==> src/hw/rtl/esf_pkg.sv <==
// Shared types and constants for the ECG sample filter chain.
// Holds the fixed coefficients, the sequencer step codes and the tap coefficient lookup.
// No dependencies.
`default_nettype none

package esf_pkg;

  // Field widths of the input and result words.
  localparam int SAMPLE_W = 12;
  localparam int OUT_W    = 12;

  // Internal data path: 32-bit saturated history values, 34-bit first multiplier operand.
  localparam int DATA_W = 32;
  localparam int OPA_W  = 34;

  // Coefficients are Q2.14.
  localparam int COEF_W     = 16;
  localparam int COEF_SHIFT = 14;
  localparam int ROUND_HALF = 1 << (COEF_SHIFT - 1);

  localparam logic signed [COEF_W-1:0] ALPHA_Q = 16'sd16310;

  // Notch biquad. The feedback coefficients are stored negated so that every term adds.
  localparam logic signed [COEF_W-1:0] NOTCH_B0  = 16'sd15155;
  localparam logic signed [COEF_W-1:0] NOTCH_B1  = -16'sd24248;
  localparam logic signed [COEF_W-1:0] NOTCH_B2  = 16'sd15155;
  localparam logic signed [COEF_W-1:0] NOTCH_NA1 = 16'sd24248;
  localparam logic signed [COEF_W-1:0] NOTCH_NA2 = -16'sd13926;

  // Low-pass biquad, feedback coefficients negated as above.
  localparam logic signed [COEF_W-1:0] LOWP_B0  = 16'sd3523;
  localparam logic signed [COEF_W-1:0] LOWP_B1  = 16'sd7045;
  localparam logic signed [COEF_W-1:0] LOWP_B2  = 16'sd3523;
  localparam logic signed [COEF_W-1:0] LOWP_NA1 = 16'sd5243;
  localparam logic signed [COEF_W-1:0] LOWP_NA2 = -16'sd2621;

  // Sequencer steps. Each product is issued in one step and accumulated in the next.
  localparam int STEP_W = 5;
  localparam logic [STEP_W-1:0] STEP_BASE_MUL     = 5'd0;
  localparam logic [STEP_W-1:0] STEP_BASE_ACC     = 5'd1;
  localparam logic [STEP_W-1:0] STEP_BASE_FIN     = 5'd2;
  localparam logic [STEP_W-1:0] STEP_NOTCH_MUL    = 5'd3;
  localparam logic [STEP_W-1:0] STEP_NOTCH_END    = 5'd7;
  localparam logic [STEP_W-1:0] STEP_NOTCH_ACC    = 5'd4;
  localparam logic [STEP_W-1:0] STEP_NOTCH_ACCEND = 5'd8;
  localparam logic [STEP_W-1:0] STEP_NOTCH_FIN    = 5'd9;
  localparam logic [STEP_W-1:0] STEP_LOWP_MUL     = 5'd10;
  localparam logic [STEP_W-1:0] STEP_LOWP_END     = 5'd14;
  localparam logic [STEP_W-1:0] STEP_LOWP_ACC     = 5'd11;
  localparam logic [STEP_W-1:0] STEP_LOWP_ACCEND  = 5'd15;
  localparam logic [STEP_W-1:0] STEP_LOWP_FIN     = 5'd16;
  localparam logic [STEP_W-1:0] STEP_AVG          = 5'd17;
  localparam logic [STEP_W-1:0] STEP_DIV_MUL      = 5'd18;
  localparam logic [STEP_W-1:0] STEP_OUT          = 5'd19;

  // Sequencer states.
  typedef enum logic [1:0] {
    ST_IDLE = 2'b01,
    ST_RUN  = 2'b10
  } state_t;

  // Biquad taps in the order they are multiplied.
  typedef enum logic [2:0] {
    TAP_X  = 3'd0,
    TAP_X1 = 3'd1,
    TAP_X2 = 3'd2,
    TAP_Y1 = 3'd3,
    TAP_Y2 = 3'd4
  } tap_t;

  // Coefficient for one tap of either biquad.
  function automatic logic signed [COEF_W-1:0] biquad_coef(input logic is_lowp,
                                                          input tap_t tap);
    logic signed [COEF_W-1:0] c;
    c = '0;
    if (is_lowp) begin
      unique case (tap)
        TAP_X:   c = LOWP_B0;
        TAP_X1:  c = LOWP_B1;
        TAP_X2:  c = LOWP_B2;
        TAP_Y1:  c = LOWP_NA1;
        TAP_Y2:  c = LOWP_NA2;
        default: c = '0;
      endcase
    end else begin
      unique case (tap)
        TAP_X:   c = NOTCH_B0;
        TAP_X1:  c = NOTCH_B1;
        TAP_X2:  c = NOTCH_B2;
        TAP_Y1:  c = NOTCH_NA1;
        TAP_Y2:  c = NOTCH_NA2;
        default: c = '0;
      endcase
    end
    return c;
  endfunction

endpackage

`default_nettype wire

==> src/hw/rtl/esf_in_if.sv <==
// Input channel of the ECG filter chain: valid, ready and one raw sample.
// Depends on esf_pkg for the sample width.
`default_nettype none

interface esf_in_if;
  import esf_pkg::*;

  logic                valid;
  logic                ready;
  logic [SAMPLE_W-1:0] sample;

  modport source (output valid, output sample, input ready);
  modport sink   (input valid, input sample, output ready);
endinterface

`default_nettype wire

==> src/hw/rtl/esf_out_if.sv <==
// Result channel of the ECG filter chain: valid, ready and one filtered sample.
// Depends on esf_pkg for the result width.
`default_nettype none

interface esf_out_if;
  import esf_pkg::*;

  logic             valid;
  logic             ready;
  logic [OUT_W-1:0] filtered;

  modport source (output valid, output filtered, input ready);
  modport sink   (input valid, input filtered, output ready);
endinterface

`default_nettype wire

==> src/hw/rtl/esf_ram.sv <==
// Generic single-write, single-read RAM with a registered read port.
// No dependencies.
`default_nettype none

module esf_ram #(
  parameter int WIDTH = 12,
  parameter int DEPTH = 8
) (
  input  logic                                     clk,
  input  logic                                     wr_en,
  input  logic [((DEPTH > 1) ? $clog2(DEPTH) : 1)-1:0] wr_addr,
  input  logic [WIDTH-1:0]                         wr_data,
  input  logic                                     rd_en,
  input  logic [((DEPTH > 1) ? $clog2(DEPTH) : 1)-1:0] rd_addr,
  output logic [WIDTH-1:0]                         rd_data
);

  logic [WIDTH-1:0] mem_r [DEPTH];
  logic [WIDTH-1:0] rd_data_r;

  // Write port.
  always_ff @(posedge clk) begin
    if (wr_en) begin
      mem_r[wr_addr] <= wr_data;
    end
  end

  // Registered read port; the data holds until the next read.
  always_ff @(posedge clk) begin
    if (rd_en) begin
      rd_data_r <= mem_r[rd_addr];
    end
  end

  assign rd_data = rd_data_r;

endmodule

`default_nettype wire

==> src/hw/rtl/ecg_sample_filter_chain_core.sv <==
// ECG sample filter chain: baseline high-pass, 50 Hz notch, 100 Hz low-pass, moving average.
// Depends on esf_pkg, esf_in_if, esf_out_if and esf_ram.
//
// Each 12-bit converter sample word gives one filtered word. All arithmetic runs on a
// single shared signed multiplier with a registered product and one accumulator, stepped
// by a small sequencer: one product for the baseline high-pass, five for each biquad and
// one reciprocal product for the division of the window sum by WINDOW, with a rounding
// and saturation step after each filter and one step that updates the averaging window.
// A word passes through all these steps from acceptance to the result register, and the
// input is ready again in the cycle after that register loads. The input is not ready
// while a word is in work. A finished result waits in the output register; the next
// word is accepted meanwhile and only its last step waits for the register to free. The
// window lives in a RAM with a valid bit per entry, so it reads as zero after reset
// without any clearing pass.
`default_nettype none

module ecg_sample_filter_chain_core #(
  parameter int WINDOW     = 8,
  parameter int FULL_SCALE = 4095,
  parameter int FRAC_BITS  = 8
) (
  input logic clk,
  input logic rst_n,
  esf_in_if.sink    in_ch,
  esf_out_if.source out_ch
);
  import esf_pkg::*;

  localparam int     AW       = (WINDOW > 1) ? $clog2(WINDOW) : 1;
  localparam int     IV_W     = $clog2(FULL_SCALE + 1);
  localparam longint TOT_MAX  = longint'(WINDOW) * longint'(FULL_SCALE);
  localparam int     TOT_W    = $clog2(TOT_MAX + 1);
  localparam int     DIV_L    = $clog2(WINDOW);
  localparam int     DIV_S    = TOT_W + DIV_L;
  localparam longint DIV_M    = ((longint'(1) << DIV_S) + WINDOW - 1) / WINDOW;
  localparam int     OPB_W    = (TOT_W + 3 > COEF_W) ? TOT_W + 3 : COEF_W;
  localparam int     MUL_W    = OPA_W + OPB_W;
  localparam int     ACC_W    = MUL_W + 2;
  localparam longint OFS      = (longint'(FULL_SCALE) << FRAC_BITS) >> 1;
  localparam logic [AW-1:0] POS_LAST = AW'(WINDOW - 1);

  localparam logic signed [ACC_W-1:0] SAT_MAX = ACC_W'(64'sd2147483647);
  localparam logic signed [ACC_W-1:0] SAT_MIN = ACC_W'(-64'sd2147483648);

  // Saturate an accumulator-wide value to the signed 32-bit range.
  function automatic logic signed [DATA_W-1:0] sat32(input logic signed [ACC_W-1:0] v);
    logic signed [DATA_W-1:0] r;
    if (v > SAT_MAX) begin
      r = SAT_MAX[DATA_W-1:0];
    end else if (v < SAT_MIN) begin
      r = SAT_MIN[DATA_W-1:0];
    end else begin
      r = v[DATA_W-1:0];
    end
    return r;
  endfunction

  state_t                   state_r, state_nxt;
  logic [STEP_W-1:0]        step_r, step_nxt;
  logic                     in_acc;
  logic                     out_free;

  logic [SAMPLE_W-1:0]      samp_r;
  logic [SAMPLE_W-1:0]      prev_in_r;
  logic signed [DATA_W-1:0] prev_out_r;
  logic signed [DATA_W-1:0] v_r;
  logic signed [DATA_W-1:0] nx0_r, nx1_r, ny0_r, ny1_r;
  logic signed [DATA_W-1:0] lx0_r, lx1_r, ly0_r, ly1_r;
  logic [AW-1:0]            pos_r, pos_nxt;
  logic [WINDOW-1:0]        valid_r;
  logic [TOT_W-1:0]         total_r;
  logic                     out_valid_r;
  logic [OUT_W-1:0]         out_filt_r;

  logic signed [SAMPLE_W:0]  delta;
  logic signed [OPA_W-1:0]   base_d;
  logic signed [OPA_W-1:0]   mul_a;
  logic signed [OPB_W-1:0]   mul_b;
  logic signed [MUL_W-1:0]   mul_full;
  logic                      mul_en;
  logic signed [ACC_W-1:0]   prod_r;
  logic signed [ACC_W-1:0]   acc_r;
  logic                      acc_ld, acc_add;
  tap_t                      notch_tap, lowp_tap;
  logic signed [DATA_W-1:0]  notch_val, lowp_val;
  logic signed [ACC_W-1:0]   acc_rnd;
  logic signed [DATA_W-1:0]  y_sat;
  logic signed [DATA_W-1:0]  hp_off;
  logic [DATA_W-1:0]         v_int;
  logic [IV_W-1:0]           iv;
  logic [IV_W-1:0]           rd_data;
  logic [IV_W-1:0]           old_val;
  logic [TOT_W-1:0]          total_upd;
  logic                      run;

  assign in_acc   = in_ch.valid && in_ch.ready;
  assign out_free = !out_valid_r || out_ch.ready;
  assign run      = (state_r == ST_RUN);

  assign in_ch.ready     = (state_r == ST_IDLE);
  assign out_ch.valid    = out_valid_r;
  assign out_ch.filtered = out_filt_r;

  // Next write position in the averaging window.
  assign pos_nxt = (pos_r == POS_LAST) ? '0 : pos_r + 1'b1;

  // Baseline difference term: previous output plus the shifted sample step.
  assign delta  = $signed({1'b0, samp_r}) - $signed({1'b0, prev_in_r});
  assign base_d = OPA_W'(prev_out_r) + (OPA_W'(delta) <<< FRAC_BITS);

  assign notch_tap = tap_t'(3'(step_r - STEP_NOTCH_MUL));
  assign lowp_tap  = tap_t'(3'(step_r - STEP_LOWP_MUL));

  // History value for the tap being multiplied in each biquad.
  always_comb begin
    case (notch_tap)
      TAP_X:   notch_val = v_r;
      TAP_X1:  notch_val = nx0_r;
      TAP_X2:  notch_val = nx1_r;
      TAP_Y1:  notch_val = ny0_r;
      TAP_Y2:  notch_val = ny1_r;
      default: notch_val = v_r;
    endcase
    case (lowp_tap)
      TAP_X:   lowp_val = v_r;
      TAP_X1:  lowp_val = lx0_r;
      TAP_X2:  lowp_val = lx1_r;
      TAP_Y1:  lowp_val = ly0_r;
      TAP_Y2:  lowp_val = ly1_r;
      default: lowp_val = v_r;
    endcase
  end

  // Operand selection for the shared multiplier.
  always_comb begin
    mul_en = 1'b0;
    mul_a  = '0;
    mul_b  = '0;
    if (run) begin
      if (step_r == STEP_BASE_MUL) begin
        mul_en = 1'b1;
        mul_a  = base_d;
        mul_b  = OPB_W'(ALPHA_Q);
      end else if (step_r >= STEP_NOTCH_MUL && step_r <= STEP_NOTCH_END) begin
        mul_en = 1'b1;
        mul_a  = OPA_W'(notch_val);
        mul_b  = OPB_W'(biquad_coef(1'b0, notch_tap));
      end else if (step_r >= STEP_LOWP_MUL && step_r <= STEP_LOWP_END) begin
        mul_en = 1'b1;
        mul_a  = OPA_W'(lowp_val);
        mul_b  = OPB_W'(biquad_coef(1'b1, lowp_tap));
      end else if (step_r == STEP_DIV_MUL) begin
        mul_en = 1'b1;
        mul_a  = OPA_W'(total_r);
        mul_b  = OPB_W'(DIV_M);
      end
    end
  end

  assign mul_full = mul_a * mul_b;

  // Accumulator control: the first product of a filter loads, the rest add.
  assign acc_ld  = run && (step_r == STEP_BASE_ACC || step_r == STEP_NOTCH_ACC ||
                           step_r == STEP_LOWP_ACC);
  assign acc_add = run && ((step_r > STEP_NOTCH_ACC && step_r <= STEP_NOTCH_ACCEND) ||
                           (step_r > STEP_LOWP_ACC && step_r <= STEP_LOWP_ACCEND));

  // Scale by 2^-14 with ties upward, then saturate; the baseline adds mid-scale after.
  assign acc_rnd = (acc_r + ACC_W'(ROUND_HALF)) >>> COEF_SHIFT;
  assign y_sat   = sat32(acc_rnd);
  assign hp_off  = sat32(ACC_W'(y_sat) + ACC_W'(OFS));

  // Integer part of the low-pass output, clamped to the converter range.
  assign v_int = DATA_W'(unsigned'(v_r)) >> FRAC_BITS;
  always_comb begin
    if (v_r[DATA_W-1]) begin
      iv = '0;
    end else if (v_int > DATA_W'(FULL_SCALE)) begin
      iv = IV_W'(FULL_SCALE);
    end else begin
      iv = v_int[IV_W-1:0];
    end
  end

  // Entry leaving the window reads as zero until it has been written once.
  assign old_val   = valid_r[pos_nxt] ? rd_data : '0;
  assign total_upd = total_r - TOT_W'(old_val) + TOT_W'(iv);

  // Sequencer.
  always_comb begin
    state_nxt = state_r;
    step_nxt  = step_r;
    unique case (state_r)
      ST_IDLE: begin
        if (in_acc) begin
          state_nxt = ST_RUN;
          step_nxt  = STEP_BASE_MUL;
        end
      end
      ST_RUN: begin
        if (step_r == STEP_OUT) begin
          if (out_free) begin
            state_nxt = ST_IDLE;
            step_nxt  = '0;
          end
        end else begin
          step_nxt = step_r + 1'b1;
        end
      end
      default: begin
        state_nxt = ST_IDLE;
        step_nxt  = '0;
      end
    endcase
  end

  // Control and filter state, cleared by reset.
  always_ff @(posedge clk) begin
    if (!rst_n) begin
      state_r     <= ST_IDLE;
      step_r      <= '0;
      prev_in_r   <= '0;
      prev_out_r  <= '0;
      nx0_r       <= '0;
      nx1_r       <= '0;
      ny0_r       <= '0;
      ny1_r       <= '0;
      lx0_r       <= '0;
      lx1_r       <= '0;
      ly0_r       <= '0;
      ly1_r       <= '0;
      pos_r       <= '0;
      valid_r     <= '0;
      total_r     <= '0;
      out_valid_r <= 1'b0;
    end else begin
      state_r <= state_nxt;
      step_r  <= step_nxt;
      if (run && step_r == STEP_BASE_FIN) begin
        prev_in_r  <= samp_r;
        prev_out_r <= y_sat;
      end
      if (run && step_r == STEP_NOTCH_FIN) begin
        nx1_r <= nx0_r;
        nx0_r <= v_r;
        ny1_r <= ny0_r;
        ny0_r <= y_sat;
      end
      if (run && step_r == STEP_LOWP_FIN) begin
        lx1_r <= lx0_r;
        lx0_r <= v_r;
        ly1_r <= ly0_r;
        ly0_r <= y_sat;
      end
      if (run && step_r == STEP_AVG) begin
        pos_r            <= pos_nxt;
        valid_r[pos_nxt] <= 1'b1;
        total_r          <= total_upd;
      end
      if (run && step_r == STEP_OUT && out_free) begin
        out_valid_r <= 1'b1;
      end else if (out_ch.ready) begin
        out_valid_r <= 1'b0;
      end
    end
  end

  // Data path registers.
  always_ff @(posedge clk) begin
    if (in_acc) begin
      samp_r <= in_ch.sample;
    end
    if (mul_en) begin
      prod_r <= ACC_W'(mul_full);
    end
    if (acc_ld) begin
      acc_r <= prod_r;
    end else if (acc_add) begin
      acc_r <= acc_r + prod_r;
    end
    if (run && step_r == STEP_BASE_FIN) begin
      v_r <= hp_off;
    end else if (run && (step_r == STEP_NOTCH_FIN || step_r == STEP_LOWP_FIN)) begin
      v_r <= y_sat;
    end
    if (run && step_r == STEP_OUT && out_free) begin
      out_filt_r <= prod_r[DIV_S +: OUT_W];
    end
  end

  // Averaging window store; the leaving entry is read as the word is accepted.
  esf_ram #(
    .WIDTH (IV_W),
    .DEPTH (WINDOW)
  ) u_window (
    .clk     (clk),
    .wr_en   (run && step_r == STEP_AVG),
    .wr_addr (pos_nxt),
    .wr_data (iv),
    .rd_en   (in_acc),
    .rd_addr (pos_nxt),
    .rd_data (rd_data)
  );

  // An accepted word always starts the sequence at its first step.
  a_start: assert property (@(posedge clk) disable iff (!rst_n)
    in_acc |=> (state_r == ST_RUN) && (step_r == STEP_BASE_MUL))
    else $error("sequence did not start after an accepted word");

  // A result appears only from the final step of the sequence.
  a_result_src: assert property (@(posedge clk) disable iff (!rst_n)
    $rose(out_valid_r) |-> $past(run && step_r == STEP_OUT))
    else $error("result register loaded outside the final step");

  // The window sum never exceeds a full window of full-scale values.
  a_total: assert property (@(posedge clk) disable iff (!rst_n)
    total_r <= TOT_W'(TOT_MAX))
    else $error("window sum out of range");

  // The window position only moves in the update step.
  a_pos: assert property (@(posedge clk) disable iff (!rst_n)
    !(run && step_r == STEP_AVG) |=> $stable(pos_r))
    else $error("window position moved outside the update step");

endmodule

`default_nettype wire
==> src/flat_wrapper.sv <==
// flat-port wrapper written by rule: the top's interface ports become plain ports
module ecg_sample_filter_chain_core_flat import esf_pkg::*;
#(
  parameter int WINDOW     = 8,
  parameter int FULL_SCALE = 4095,
  parameter int FRAC_BITS  = 8
)
  (clk, rst_n, in_ch_valid, in_ch_sample, in_ch_ready, out_ch_valid, out_ch_filtered, out_ch_ready);
  esf_in_if in_ch_i ();
  esf_out_if out_ch_i ();
  input logic clk;
  input logic rst_n;
  input wire logic [$bits(in_ch_i.valid)-1:0] in_ch_valid;
  input wire logic [$bits(in_ch_i.sample)-1:0] in_ch_sample;
  output wire logic [$bits(in_ch_i.ready)-1:0] in_ch_ready;
  output wire logic [$bits(out_ch_i.valid)-1:0] out_ch_valid;
  output wire logic [$bits(out_ch_i.filtered)-1:0] out_ch_filtered;
  input wire logic [$bits(out_ch_i.ready)-1:0] out_ch_ready;
  assign in_ch_i.valid = in_ch_valid;
  assign in_ch_i.sample = in_ch_sample;
  assign in_ch_ready = in_ch_i.ready;
  assign out_ch_valid = out_ch_i.valid;
  assign out_ch_filtered = out_ch_i.filtered;
  assign out_ch_i.ready = out_ch_ready;
  ecg_sample_filter_chain_core #(.WINDOW(WINDOW), .FULL_SCALE(FULL_SCALE), .FRAC_BITS(FRAC_BITS)) u_core (.clk(clk), .rst_n(rst_n), .in_ch(in_ch_i), .out_ch(out_ch_i));
endmodule
==> config.mk <==
export PLATFORM = sky130hd
export DESIGN_NAME = ecg_sample_filter_chain_core_flat
export DESIGN_NICKNAME = d
export VERILOG_FILES = /design/src/hw/rtl/esf_pkg.sv /design/src/hw/rtl/esf_in_if.sv /design/src/hw/rtl/esf_out_if.sv /design/src/hw/rtl/esf_ram.sv /design/src/hw/rtl/ecg_sample_filter_chain_core.sv /design/src/flat_wrapper.sv
export SDC_FILE = /design/constraint.sdc
export NUM_CORES = 2
export LEC_CHECK = 0
export BUFFER_PORTS_ARGS = -buffer_cell sky130_fd_sc_hd__buf_4
export CORE_UTILIZATION = 50
export DETAILED_ROUTE_END_ITERATION = 16
export GPL_TIMING_DRIVEN = 0
export PLACE_DENSITY = 0.75
export SYNTH_ARGS = -nofsm -noshare
export SYNTH_HDL_FRONTEND = slang
export SYNTH_SLANG_ARGS = --single-unit
==> constraint.sdc <==
create_clock -name clk -period 22.7 [get_ports clk]
set_clock_uncertainty 0.1 [all_clocks]
set_input_delay 0 -clock clk [delete_from_list [all_inputs] [get_ports clk]]
set_output_delay 0 -clock clk [all_outputs]
set_load 0.05 [all_outputs]
==> impl_metrics.toml <==
[worst_hold_path]
min_from = "rst_n"
whs_endpoint = "u_core.nx0_r[18]$_SDFFE_PN0P_"
whs_path_depth = 3
min_path_type = "input port to flop"

[sta]
slew_violations = 17
timing.final.crit_share = 0.657
slew_headroom = -0.0359
worst_slew_pin_slew_ns = 1.54
hold_viol_final = 0
setup_viol = 0
clock.fmax_mhz = 67.1
period_minus_slack_ns = 14.91
rsz0062_at_grt = "no"
tns_ns = 0

[critical_path]
r2r_setup_slack_ns = 7.79
worstSetupStartpointType = "flop"
worst_ep_arrival_time_ns = 15.05
critPathRequiredTime_ns = 22.83
crit_path_frequent_cell = "fa_1"
rr_worst_depth = 44
worstSetupPathType = "flop to flop"
slowest_delay_ns = 1.12
worstPathMaxFanout = 12
slowest_stage = "a311oi_1"
r2r_start = "u_core.samp_r[0]$_DFFE_PP_"
endpoint_kind = "flop"
r2r-end = "u_core.prod_r[51]$_DFFE_PP_"

[synthesis]
synth_common_cells = "nand2_1 (1200), inv_1 (792), fa_1 (589)"
yosys_warnings = 0
synth-seq-area-share = 0.280
synthArstFlopShare = 0
synth_cell_types = 82
synth_top_cells_by_area = "fa_1 (22%), edfxtp_1 (15%), dfxtp_1 (13%)"
synth_nets = 6859
ys_ff_latch = 604
synth.largest_area_cell = "fa_1"
synth.top_cell.area_share = 0.223
yosysMostFrequentCell = "nand2_1"
avgSynthCellArea_um2 = 8.79
postSynthCellCount = 6009
synth_ff_type = "dfxtp_1"
synth_edf_count = 270
syn-cell-area_mm2 = 0.0528

[detailed_routing]
first_pass_iters = 9
wire_per_inst_um = 25.6
first_iter_violations = 5346
wl_um = 194000
via_count = 45900
ant_nets = 0
via_per_inst = 6.05
drc = 0

[layout]
multi_input_comb_area_mm2 = 0.0340
largest_register_ffs = 96
layout-drive-gt1-share = 0.0393
area_delta_synth_final_pct = 9.01
top_register = "u_core.u_window.mem_r"
top_regs = "u_core.u_window.mem_r (96), u_core.acc_r (54), u_core.prod_r (52)"
nFillCells = 9467
nets = 7005
ff_latch_area_mm2 = 0.0148

[global_routing]
grt_usage = 0.364
grt_antenna_before_repair = 9
grt_max_degree = 33
grt_pass1_vias = 44800
grt_overflow = 0
grt_pass1_wl_um = 288000

[die]
core_area_mm2 = 0.104
start_util = 0.508
fp.dieH_um = 327
dieArea_mm2 = 0.107
core.rowCount = 118
ios = 30
chipWidth_um = 327

[clock_network]
cts_max_path_buffers = 3
h-tree-depth = 3
post-cts-setup-buffers = 0
root_buffer = "clkbuf_16"
cts.reportedPaths.clkPinSlew_ns = 0.06
numCtsBuffers = 67
cts_tree = "done"
clk_latency_ns = 0.67
cts_sinks = 604

[run_status]
outcome = "finished with violations"
violations = "max-capacitance violations, max-slew violations"

[power]
p_total_w = 0.00247
p_leak_nw = 24.7
power_density_mw_per_mm2 = 43.0
ir_worst_vdd_v = 0.0000611

[flow_run]
cap_violations = 3

[placement]
gp_congestion = 1.07
port_buffers = 28
hpwl_um = 153000
-- cell type report --
type / count / area share
Clock buffer: 90 / 0.0313
Clock inverter: 33 / 0.00565
Multi-Input combinational cell: 4300 / 0.591
Timing Repair Buffer: 77 / 0.0127
Tap cell: 1380 / 0.0300
Buffer: 313 / 0.0209
Inverter: 792 / 0.0516
Sequential cell: 604 / 0.257
Antenna cell: 2 / 0.0000869
-- worst max-delay path, delay by kind of cell, from the launching register on --
family | cells | cell delay [ns]
flip-flops | 1 | 0.39
AO/OA/AOI/OAI | 22 | 7.84
AND/OR/NAND/NOR | 4 | 0.40
buffers and inverters | 7 | 0.93
XOR/XNOR | 1 | 0.19
adder cells (fa/ha/maj) | 10 | 4.61
-- layout by cell type (no fill, tap or decap), drive strengths merged, types with 60 or more instances in the layout --
master  netlist  routed
xnor2       106     106
nand2      1200    1200
inv         792     793
nor2        354     354
dfxtp       334     334
nand3        64      64
buf          46      96
and2         97      97
a21boi      239     239
edfxtp      270     270
clkbuf      267     358
a31oi        60      60
ha          245     245
fa          589     589
a22oi       138     138
o211a        86      86
a21oi       294     294
nor3         62      62
xor2         66      66
o21ai       164     164
-- how the worst max path moves through the flow --
stage | start | to | slack [ns] | depth (start not counted)
3_3_place_gp | u_core.samp_r[0]$_DFFE_PP_ | u_core.prod_r[51]$_DFFE_PP_ | 7.54 | 44
3_5_place_dp | u_core.samp_r[0]$_DFFE_PP_ | u_core.prod_r[51]$_DFFE_PP_ | 7.95 | 44
4_1_cts | u_core.samp_r[0]$_DFFE_PP_ | u_core.prod_r[51]$_DFFE_PP_ | 7.88 | 44
2_1_floorplan | u_core.samp_r[0]$_DFFE_PP_ | u_core.prod_r[49]$_DFFE_PP_ | 11.72 | 45
6_report | u_core.samp_r[0]$_DFFE_PP_ | u_core.prod_r[51]$_DFFE_PP_ | 7.79 | 44
5_1_grt | u_core.samp_r[0]$_DFFE_PP_ | u_core.prod_r[51]$_DFFE_PP_ | 7.24 | 44
-- cells by family after synthesis --
logic type,synth area share
adder cells (fa/ha/maj),0.281
multiplexers,0.00358
buffers and inverters,0.0791
flip-flops,0.280
AO/OA/AOI/OAI,0.161
XOR/XNOR,0.0288
AND/OR/NAND/NOR,0.166
-- metal layers --
metal / global-route usage / routed length, um
met5: 0 / 51
met4: 0.267 / 17500
met3: 0.0863 / 21200
met2: 0.552 / 84400
met1: 0.455 / 71000
-- metrics by stage --
step	cell area (um^2)	worst slack (ns)	instances	hold slack [ns]	utilization
final	57600	7.79	7591	0.223	0.553
after global routing	57600	7.24	7589	0.218	0.553
after CTS	57600	7.88	7587	0.158	0.553
after detailed placement	55200	7.95	7438	0.0792	0.530
after global placement	54800	7.54	7417	0.0784	0.526
after floorplan	52800	11.72	6009	-0.00113	-
-- power by group --
group,internal (W),switching (W)
clock,0.000582,0.000491
combinational,0.0000757,0.000184
sequential,0.00114,0.00000383
-- timing repair --
action,CTS,global route
hold endpoints to repair,18,0
gates resized for setup,0,0
hold buffers,26,0
Note: power is estimated with default switching activity, not from simulation.
